--- src/lpde_pkg.sv ---
package lpde_pkg;

   localparam int BITS_PER_PIXEL     = 24;
   localparam int RESET_SLOTS_DEF    = 50;
   localparam int QUEUE_DEPTH        = 2;
   localparam int SCALE_W            = 17;
   localparam logic [5:0] MAX_LEVEL  = 6'd45;
   localparam logic [SCALE_W-1:0] SCALE_UNITY = 17'd65536;

   localparam logic OP_PIXEL = 1'b0;
   localparam logic OP_FRAME = 1'b1;

   localparam logic [7:0] REG_BRIGHT_EN    = 8'd0;
   localparam logic [7:0] REG_BRIGHT_LEVEL = 8'd1;
   localparam logic [7:0] REG_DUTY_ONE     = 8'd2;
   localparam logic [7:0] REG_DUTY_ZERO    = 8'd3;

   typedef struct packed {
      logic               bright_en;
      logic [SCALE_W-1:0] scale;
      logic [7:0]         duty_one;
      logic [7:0]         duty_zero;
   } cfg_type;

   typedef struct packed {
      logic                      opcode;
      logic [BITS_PER_PIXEL-1:0] word;
   } entry_type;

   // round(tan(d deg) * 2^16), unsigned Q1.16
   function automatic logic [SCALE_W-1:0] tan_q16(input logic [5:0] level);
      logic [SCALE_W-1:0] v;
      unique case (level)
         6'd0:  v = 17'd0;
         6'd1:  v = 17'd1144;
         6'd2:  v = 17'd2289;
         6'd3:  v = 17'd3435;
         6'd4:  v = 17'd4583;
         6'd5:  v = 17'd5734;
         6'd6:  v = 17'd6888;
         6'd7:  v = 17'd8047;
         6'd8:  v = 17'd9210;
         6'd9:  v = 17'd10380;
         6'd10: v = 17'd11556;
         6'd11: v = 17'd12739;
         6'd12: v = 17'd13930;
         6'd13: v = 17'd15130;
         6'd14: v = 17'd16340;
         6'd15: v = 17'd17560;
         6'd16: v = 17'd18792;
         6'd17: v = 17'd20036;
         6'd18: v = 17'd21294;
         6'd19: v = 17'd22566;
         6'd20: v = 17'd23853;
         6'd21: v = 17'd25157;
         6'd22: v = 17'd26478;
         6'd23: v = 17'd27818;
         6'd24: v = 17'd29179;
         6'd25: v = 17'd30560;
         6'd26: v = 17'd31964;
         6'd27: v = 17'd33392;
         6'd28: v = 17'd34846;
         6'd29: v = 17'd36327;
         6'd30: v = 17'd37837;
         6'd31: v = 17'd39378;
         6'd32: v = 17'd40951;
         6'd33: v = 17'd42560;
         6'd34: v = 17'd44205;
         6'd35: v = 17'd45889;
         6'd36: v = 17'd47615;
         6'd37: v = 17'd49385;
         6'd38: v = 17'd51202;
         6'd39: v = 17'd53070;
         6'd40: v = 17'd54991;
         6'd41: v = 17'd56970;
         6'd42: v = 17'd59009;
         6'd43: v = 17'd61113;
         6'd44: v = 17'd63287;
         default: v = SCALE_UNITY;
      endcase
      return v;
   endfunction

endpackage

--- src/lpde_front.sv ---
module lpde_front
   import lpde_pkg::*;
(
   input  logic      clock,
   input  logic      reset,
   input  cfg_type   cfg,
   input  logic      req_valid,
   output logic      req_ready,
   input  logic      req_opcode,
   input  logic [7:0] req_red,
   input  logic [7:0] req_green,
   input  logic [7:0] req_blue,
   output logic      push_valid,
   input  logic      push_ready,
   output entry_type push_entry
);

   logic       stage_valid_ff, stage_valid_in;
   logic       stage_op_ff;
   logic [7:0] stage_r_ff, stage_g_ff, stage_b_ff;
   logic [SCALE_W-1:0] scale;

   assign req_ready  = !stage_valid_ff || push_ready;
   assign push_valid = stage_valid_ff;

   always_comb begin
      stage_valid_in = stage_valid_ff;
      if (req_valid && req_ready) begin
         stage_valid_in = 1'b1;
      end else if (push_ready) begin
         stage_valid_in = 1'b0;
      end
   end

   always_ff @(posedge clock) begin
      if (reset) begin
         stage_valid_ff <= 1'b0;
      end else begin
         stage_valid_ff <= stage_valid_in;
      end
   end

   always_ff @(posedge clock) begin
      if (req_valid && req_ready) begin
         stage_op_ff <= req_opcode;
         stage_r_ff  <= req_red;
         stage_g_ff  <= req_green;
         stage_b_ff  <= req_blue;
      end
   end

   // unity scale passes the LSB-cleared byte through unchanged
   assign scale = cfg.bright_en ? cfg.scale : SCALE_UNITY;

   function automatic logic [7:0] scale_byte(input logic [7:0] raw,
                                             input logic [SCALE_W-1:0] s);
      logic [SCALE_W+7:0] prod;
      prod = {{SCALE_W{1'b0}}, raw[7:1], 1'b0} * {8'd0, s};
      return prod[23:16];
   endfunction

   assign push_entry.opcode = stage_op_ff;
   assign push_entry.word   = {scale_byte(stage_b_ff, scale),
                               scale_byte(stage_r_ff, scale),
                               scale_byte(stage_g_ff, scale)};

endmodule

--- src/lpde_queue.sv ---
module lpde_queue
   import lpde_pkg::*;
#(
   parameter int DEPTH = QUEUE_DEPTH
) (
   input  logic      clock,
   input  logic      reset,
   input  logic      push_valid,
   output logic      push_ready,
   input  entry_type push_entry,
   output logic      pop_valid,
   input  logic      pop_ready,
   output entry_type pop_entry
);

   localparam int PTR_W = (DEPTH > 1) ? $clog2(DEPTH) : 1;
   localparam int CNT_W = $clog2(DEPTH + 1);

   entry_type mem_ff [DEPTH];
   logic [PTR_W-1:0] wr_ptr_ff, wr_ptr_in, rd_ptr_ff, rd_ptr_in;
   logic [CNT_W-1:0] count_ff, count_in;
   logic push, pop;

   assign push_ready = (count_ff != CNT_W'(DEPTH));
   assign pop_valid  = (count_ff != '0);
   assign push       = push_valid && push_ready;
   assign pop        = pop_valid && pop_ready;
   assign pop_entry  = mem_ff[rd_ptr_ff];

   function automatic logic [PTR_W-1:0] bump(input logic [PTR_W-1:0] p);
      return (p == PTR_W'(DEPTH - 1)) ? '0 : p + 1'b1;
   endfunction

   always_comb begin
      wr_ptr_in = push ? bump(wr_ptr_ff) : wr_ptr_ff;
      rd_ptr_in = pop  ? bump(rd_ptr_ff) : rd_ptr_ff;
      count_in  = count_ff;
      if (push && !pop) begin
         count_in = count_ff + 1'b1;
      end else if (pop && !push) begin
         count_in = count_ff - 1'b1;
      end
   end

   always_ff @(posedge clock) begin
      if (reset) begin
         wr_ptr_ff <= '0;
         rd_ptr_ff <= '0;
         count_ff  <= '0;
      end else begin
         wr_ptr_ff <= wr_ptr_in;
         rd_ptr_ff <= rd_ptr_in;
         count_ff  <= count_in;
      end
   end

   always_ff @(posedge clock) begin
      if (push) begin
         mem_ff[wr_ptr_ff] <= push_entry;
      end
   end

endmodule

--- src/lpde_back.sv ---
module lpde_back
   import lpde_pkg::*;
#(
   parameter int RESET_SLOTS = RESET_SLOTS_DEF
) (
   input  logic       clock,
   input  logic       reset,
   input  cfg_type    cfg,
   input  logic       pop_valid,
   output logic       pop_ready,
   input  entry_type  pop_entry,
   output logic       rsp_valid,
   input  logic       rsp_ready,
   output logic [7:0] rsp_duty,
   output logic       rsp_last
);

   localparam int MAX_SLOTS = (RESET_SLOTS > BITS_PER_PIXEL) ? RESET_SLOTS : BITS_PER_PIXEL;
   localparam int CNT_W     = (MAX_SLOTS > 1) ? $clog2(MAX_SLOTS) : 1;

   logic                      busy_ff, busy_in;
   logic                      op_ff;
   logic [BITS_PER_PIXEL-1:0] word_ff;
   logic [CNT_W-1:0]          cnt_ff;
   logic                      rsp_valid_ff, rsp_valid_in;
   logic [7:0]                duty_ff;
   logic                      last_ff;
   logic                      advance, final_slot, take;

   assign advance    = busy_ff && (!rsp_valid_ff || rsp_ready);
   assign final_slot = (op_ff == OP_FRAME) ? (cnt_ff == CNT_W'(RESET_SLOTS - 1))
                                           : (cnt_ff == CNT_W'(BITS_PER_PIXEL - 1));
   assign pop_ready  = !busy_ff || (advance && final_slot);
   assign take       = pop_valid && pop_ready;

   always_comb begin
      busy_in = busy_ff;
      if (take) begin
         busy_in = 1'b1;
      end else if (advance && final_slot) begin
         busy_in = 1'b0;
      end
      rsp_valid_in = rsp_valid_ff;
      if (advance) begin
         rsp_valid_in = 1'b1;
      end else if (rsp_ready) begin
         rsp_valid_in = 1'b0;
      end
   end

   always_ff @(posedge clock) begin
      if (reset) begin
         busy_ff      <= 1'b0;
         rsp_valid_ff <= 1'b0;
      end else begin
         busy_ff      <= busy_in;
         rsp_valid_ff <= rsp_valid_in;
      end
   end

   always_ff @(posedge clock) begin
      if (take) begin
         op_ff   <= pop_entry.opcode;
         word_ff <= pop_entry.word;
         cnt_ff  <= '0;
      end else if (advance) begin
         word_ff <= {word_ff[BITS_PER_PIXEL-2:0], 1'b0};
         cnt_ff  <= cnt_ff + 1'b1;
      end
      if (advance) begin
         if (op_ff == OP_FRAME) begin
            duty_ff <= 8'd0;
         end else begin
            duty_ff <= word_ff[BITS_PER_PIXEL-1] ? cfg.duty_one : cfg.duty_zero;
         end
         last_ff <= final_slot;
      end
   end

   assign rsp_valid = rsp_valid_ff;
   assign rsp_duty  = duty_ff;
   assign rsp_last  = last_ff;

endmodule

--- src/led_pixel_duty_encoder.sv ---
// Path: the first duty value of an item passes the front stage, the queue, the
// serialiser shift register and the slot register when the back end is free.
// Throughput: 24 bit slots per pixel item, RESET_SLOTS slots per end-frame item,
// set by the serialiser emitting one bit slot per cycle while the receiver is ready.
// Reset (synchronous): empties the pipeline and queue, configuration registers take their defaults.
module led_pixel_duty_encoder
   import lpde_pkg::*;
#(
   parameter int RESET_SLOTS = RESET_SLOTS_DEF
) (
   input  logic       clock,
   input  logic       reset,
   input  logic       csr_valid,
   output logic       csr_ready,
   input  logic [7:0] csr_index,
   input  logic [7:0] csr_data,
   input  logic       req_valid,
   output logic       req_ready,
   input  logic       req_opcode,
   input  logic [7:0] req_red,
   input  logic [7:0] req_green,
   input  logic [7:0] req_blue,
   output logic       rsp_valid,
   input  logic       rsp_ready,
   output logic [7:0] rsp_duty,
   output logic       rsp_last
);

   cfg_type   cfg_ff;
   logic      push_valid, push_ready, pop_valid, pop_ready;
   entry_type push_entry, pop_entry;
   logic [5:0] level;

   assign csr_ready = 1'b1;
   // level saturates at the write; the table entry is kept, not the angle
   assign level = (csr_data[5:0] > MAX_LEVEL) ? MAX_LEVEL : csr_data[5:0];

   always_ff @(posedge clock) begin
      if (reset) begin
         cfg_ff.bright_en <= 1'b1;
         cfg_ff.scale     <= SCALE_UNITY;
         cfg_ff.duty_one  <= 8'd60;
         cfg_ff.duty_zero <= 8'd30;
      end else if (csr_valid) begin
         unique case (csr_index)
            REG_BRIGHT_EN:    cfg_ff.bright_en <= csr_data[0];
            REG_BRIGHT_LEVEL: cfg_ff.scale     <= tan_q16(level);
            REG_DUTY_ONE:     cfg_ff.duty_one  <= csr_data;
            REG_DUTY_ZERO:    cfg_ff.duty_zero <= csr_data;
            default: ;
         endcase
      end
   end

   lpde_front u_front (
      .clock      (clock),
      .reset      (reset),
      .cfg        (cfg_ff),
      .req_valid  (req_valid),
      .req_ready  (req_ready),
      .req_opcode (req_opcode),
      .req_red    (req_red),
      .req_green  (req_green),
      .req_blue   (req_blue),
      .push_valid (push_valid),
      .push_ready (push_ready),
      .push_entry (push_entry)
   );

   lpde_queue #(
      .DEPTH (QUEUE_DEPTH)
   ) u_queue (
      .clock      (clock),
      .reset      (reset),
      .push_valid (push_valid),
      .push_ready (push_ready),
      .push_entry (push_entry),
      .pop_valid  (pop_valid),
      .pop_ready  (pop_ready),
      .pop_entry  (pop_entry)
   );

   lpde_back #(
      .RESET_SLOTS (RESET_SLOTS)
   ) u_back (
      .clock     (clock),
      .reset     (reset),
      .cfg       (cfg_ff),
      .pop_valid (pop_valid),
      .pop_ready (pop_ready),
      .pop_entry (pop_entry),
      .rsp_valid (rsp_valid),
      .rsp_ready (rsp_ready),
      .rsp_duty  (rsp_duty),
      .rsp_last  (rsp_last)
   );

endmodule

--- config.mk ---
export PLATFORM = sky130hd
export DESIGN_NAME = led_pixel_duty_encoder
export DESIGN_NICKNAME = d
export VERILOG_FILES = /design/src/lpde_pkg.sv /design/src/lpde_front.sv /design/src/lpde_queue.sv /design/src/lpde_back.sv /design/src/led_pixel_duty_encoder.sv
export SDC_FILE = /design/constraint.sdc
export NUM_CORES = 1
export LEC_CHECK = 0
export BUFFER_PORTS_ARGS = -buffer_cell sky130_fd_sc_hd__buf_2
export CAP_MARGIN = 5
export CORE_MARGIN = 3
export CORE_UTILIZATION = 45
export CTS_CLUSTER_DIAMETER = 30
export CTS_CLUSTER_SIZE = 28
export DETAILED_ROUTE_END_ITERATION = 12
export HOLD_SLACK_MARGIN = 0.12
export SYNTH_ARGS = -nofsm -noshare
export SYNTH_HDL_FRONTEND = slang
export SYNTH_SLANG_ARGS = --single-unit
--- constraint.sdc ---
create_clock -name clock -period 6.36 [get_ports clock]
set_input_delay 1.908 -clock clock [delete_from_list [all_inputs] [get_ports clock]]
set_output_delay 1.908 -clock clock [all_outputs]
set_load 0.005 [all_outputs]
Word level (Yosys, flattened, before mapping)
Memory sizes are Yosys's and may differ from the RTL's. A register that Yosys moved wholly into a read port is not among the register bits.
Cells that the tools add are included.
Cells by class
  add/sub/neg operators: 5
  multiply operators: 3
  magnitude comparators: 1
  equality and inequality tests: 6
  mux-type cells: 20
  reductions and logical operators: 26
Operator list (number)
  $mul 7x17->23: 3
  $mux 24: 2
  $mux 17: 1
  $eq 8x2->1 const B: 2
  $mux 1: 13
  $reduce_bool 2->1: 6
  $eq 8x1->1 const B: 1
  $logic_not 8->1: 1
  $mux 8: 1
  $reduce_and 2->1: 4
  $logic_and 1x1->1: 7
  $add 6x1->6 const B: 1
  $eq 6x5->1 const B: 1
  $eq 6x6->1 const B: 1
  $gt 6x6->1 const B: 1
  $mux 6: 1
  $logic_not 1->1: 5
  $mux 2: 2
  $logic_or 1x1->1: 3
  $add 1x1->1 const B: 2
  $add 2x1->2 const B: 1
  $ne 2x2->1 const B: 1
  $sub 2x1->2 const B: 1
Storage, ports and cells
  bits in registers: 89
  bits in writable memories: 50
  memory bits (read-only): 1088
  logic and storage cells: 81
  memories kept: 2
Memory list
  (no name shown): depth 64, bits a word 17, read ports 1, clocked after memory_dff 1, write ports 0, RTL line lpde_pkg.sv:33  | unique case (level)
  u_queue.mem_ff: depth 2, bits a word 25, read ports 1, clocked after memory_dff 1, write ports 1, RTL line lpde_queue.sv:19  | entry_type mem_ff [DEPTH];

Depth between registers and ports, before layout
  depth after elaboration: 9
  mapped depth: 19
  gate-level depth less buffers: 16

Cells and area by module
A second synthesis with hierarchy kept.
Unflattened totals
  cell total of the unflattened synthesis: 1740
  area, all modules: 17217.8 um^2
By module, submodules not included
  lpde_front: instances 1, cells each 1183, area each 10754.1 um^2
  led_pixel_duty_encoder: instances 1, cells each 328, area each 2592.5 um^2
  lpde_queue: instances 1, cells each 102, area each 2023.2 um^2
  lpde_back: instances 1, cells each 127, area each 1848.0 um^2

Worst setup path after synthesis
No wires, ideal clock.
  kind: register to register
  start: register cfg_ff[33] in the netlist's numbering
  end: memory u_queue.mem_ff[0][22] in the netlist's numbering (data pin)
  data arrival time: 4.680 ns
  data required time: 6.090 ns
  path slack: 1.410 ns
  stages on the path, launching flop included: 19
  buffers on the path: 2
  path through: dfxtp_1 clkbuf_1 and2_0 clkbuf_1 nand2_1 fa_1 fa_1 inv_1 fa_1 inv_1 fa_1 inv_1 ha_1 and3_1 nand2_1 a2111o_1 a2bb2oi_1 or4_1 nand3_1
RTL lines
  from (decl): RTL line led_pixel_duty_encoder.sv:29  | cfg_type cfg_ff;
  to (decl): RTL line lpde_queue.sv:19

==> impl_metrics.tcl <==
set metrics [dict create \
    portBuffers 53 \
    cts_made_buffers 17 \
    synth.distinct_cells 77 \
    fin_setup_tns_ns 0 \
    antenna_found_initial 0 \
    vdd_drop_max_v 0.000209 \
    synth_warnings 0 \
    drv_slew 0 \
    ys_async_sr_fraction_pct 0 \
    multi_input_area_um2 11800 \
    crit_fanout 97 \
    slew_headroom_pct 35.7 \
    place_congestion 0.903 \
    vias 13200 \
    wl_per_cell_um 17.7 \
    post-route-period-util_pct 87.8 \
    path_clk_slew_ns 0.07 \
    area_delta_synth_final_pct 6.88 \
    dieArea_um2 40900 \
    worstHoldPathType "reg -> reg" \
    path_cells "buf_12 > and3_1 > fa_1 > fa_1 > fa_1 > inv_1 > fa_1 > inv_1 > ha_1 > a21oi_1 > nand2b_1 > a211oi_1 > nor4b_1 > a211oi_1 > xnor2_1" \
    cts_hold_buf 0 \
    yosysSeqAreaShare_pct 23.9 \
    final_cell_mix "254 x and3_1, 238 x inv_1, 216 x fa_1, 127 x nand2_1, 127 x ha_1" \
    leakage_nw 9.59 \
    synth_ff_type "edfxtp_1" \
    fillers 3610 \
    min_to "cfg_ff[4]" \
    layout_commonest_cell "and3_1" \
    cts_num_sinks 154 \
    start_kind "flip-flop" \
    wirelength_um 41300 \
    grt_first_pass_wirelength_um 70200 \
    fin_ws_ns 0.775 \
    reg2reg_slack_ns 0.78 \
    min_path_cells 1 \
    syn-cell-area_um2 17300 \
    worstMarginPinSlew_ns 0.965 \
    r2r_cells 15 \
    hold_start "cfg_ff[4]" \
    clk_latency_ns 0.45 \
    powerDensity_nw_per_um2 170 \
    fin_worst_skew_ns 0.0102 \
    critical_path_class "reg -> reg" \
    dp_hpwl_um 30000 \
    critPathRequiredTime_ns 6.53 \
    initial_core_util_pct 45.8 \
    dr.pass1.iters 5 \
    rows 71 \
    min_period_ns 5.58 \
    drcViolationCount 0 \
    grt_usage_pct 21.0 \
    antennaDiodeCount 0 \
    nets 2198 \
    rsz0062_at_grt "no" \
    vias_per_cell 5.64 \
    ioPinCount 58 \
    setup_violations 0 \
    endpoint_kind "flip-flop" \
    ant_nets 0 \
    critical_path_arrival_ns 5.76 \
    ff_latch_area_um2 4150 \
    cap_violations 0 \
    synth_edf_count 106 \
    critPathMaxStageDelay_ns 0.78 \
    globalRouteOverflowTotal 0 \
    chipWidth_um 202 \
    syn_nets 2230 \
    crit_path_frequent_cell "fa_1" \
    grt_start_max_net_pins 98 \
    core_um2 37800 \
    drive_gt1_share_pct 7.35 \
    clk_path_buf_depth 2 \
    cts_resized 0 \
    r2r-start "cfg_ff[33]" \
    ys_seq_elements 154 \
    post_cts_buffers 0 \
    syn_inst 1841 \
    die_height_um 202 \
    grt_pass1_vias 13500 \
    cts_tree "yes" \
    place_ws_ns 0.832 \
    fmax_mhz 179 \
    drt_iter0_markers 901 \
    hold_viol 0 \
    root_buffer "clkbuf_16" \
    h-tree-depth 4 \
    synth_area_per_cell_um2 9.42 \
    slowest_stage "dfxtp_4" \
    timing.rr.end "u_queue.mem_ff[0][2]" \
    status "finished, final reports clean" \
]
==> state kept, by name, summed over array words and instances, names as in the netlist, 2 cells and up, named ones only <==
register            cells
u_back.word_ff         24
u_queue.count_ff        2
cfg_ff                 34
u_back.cnt_ff           6
u_front.stage_r_ff      7
u_back.rsp_duty         8
u_queue.mem_ff         50
u_front.stage_b_ff      7
u_front.stage_g_ff      7
==> stage by stage <==
stage | instances | hold slack (ns) | utilization, % | cell area (µm²) | total power (W)
3_3_place_gp | 2301 | 0.437 | 47.5 | 18000 | 0.00213
3_5_place_dp | 2301 | 0.446 | 47.5 | 18000 | 0.00215
5_1_grt | 2333 | 0.480 | 49.0 | 18500 | 0.00334
4_1_cts | 2333 | 0.465 | 49.0 | 18500 | 0.00319
2_1_floorplan | 1841 | 0.421 | - | 17300 | 0.00194
6_report | 2333 | 0.464 | 49.0 | 18500 | 0.00316
==> worst max-delay path: cells and delay by family (launching register included) <==
kind            cells  cell delay (ns)
simple gates        3             0.46
buf+inv             3             0.46
fa+ha+maj           5             2.25
compound gates      3             1.09
flops               1             0.78
xor+xnor            1             0.16
==> layer usage <==
metal	routed length [µm]	global-route usage, %
met1	19500	30.0
met2	19100	34.0
met3	2030	3.00
met4	736	5.44
met5	0	0
==> synth_stat cells, types with 3 or more instances <==
cell,n,area (µm²)
fa_1,216,4320
xnor2_1,27,236
inv_1,238,893
o21a_1,10,75.1
xor2_1,13,114
nand3b_1,5,37.5
edfxtp_1,106,3180
buf_1,4,15.0
buf_2,17,85.1
nor2b_1,6,37.5
nand4_1,11,68.8
nor3_1,20,100
o2111ai_1,4,35.0
a21boi_0,6,45.0
buf_4,4,30.0
nand3_1,47,235
a21o_1,17,128
a311oi_1,3,26.3
nand2_1,127,477
o22ai_1,7,43.8
o211ai_1,13,97.6
ha_1,127,1590
dfxtp_1,48,961
a211oi_1,17,128
nand2b_1,11,68.8
o21bai_1,5,37.5
nor2_1,108,405
and3_1,254,1590
o21ai_0,29,145
and2_1,15,93.8
a211o_1,14,123
a21oi_1,81,405
nor4_1,3,18.8
clkbuf_1,107,402
or2_2,3,18.8
a31oi_1,10,62.6
a221oi_1,8,70.1
mux2i_1,46,460
==> layout make-up <==
cell class              count  area share (%)
repair buffers             82            2.67
flip-flops and latches    154            22.4
inverters                 239            4.84
clock buffers              18            2.31
multi-input cells        1315            63.5
well taps                 511            3.45
clock inverters            14           0.830
==> worst max path at each step <==
stage	startpoint	endpoint	slack, ns	cells after the start
finish	cfg_ff[33]	u_queue.mem_ff[0][2]	0.78	15
global route	cfg_ff[33]	u_queue.mem_ff[1][7]	0.42	14
CTS	cfg_ff[33]	u_queue.mem_ff[1][7]	0.79	14
detailed placement	cfg_ff[33]	u_queue.mem_ff[0][7]	0.83	14
global placement	cfg_ff[33]	u_queue.mem_ff[0][7]	0.91	14
floorplan	cfg_ff[33]	u_queue.mem_ff[0][22]	1.41	18
==> power by group <==
part           internal (W)  switching [W]
sequential          0.00131       0.000127
combinational      0.000255       0.000428
clock              0.000557       0.000481
==> cell families after synthesis <==
family	Yosys count	share of synthesized area [%]
and+or+nand+nor	625	18.9
xor gates and xnor gates	40	2.02
AOI/OAI and AO/OA	259	10.1
buffers and inverters	372	8.27
other	1	0.0216
adders and majority gates	343	34.1
DFF	154	23.9
muxes	47	2.72
No activity file was read; power rests on OpenSTA's default activity.
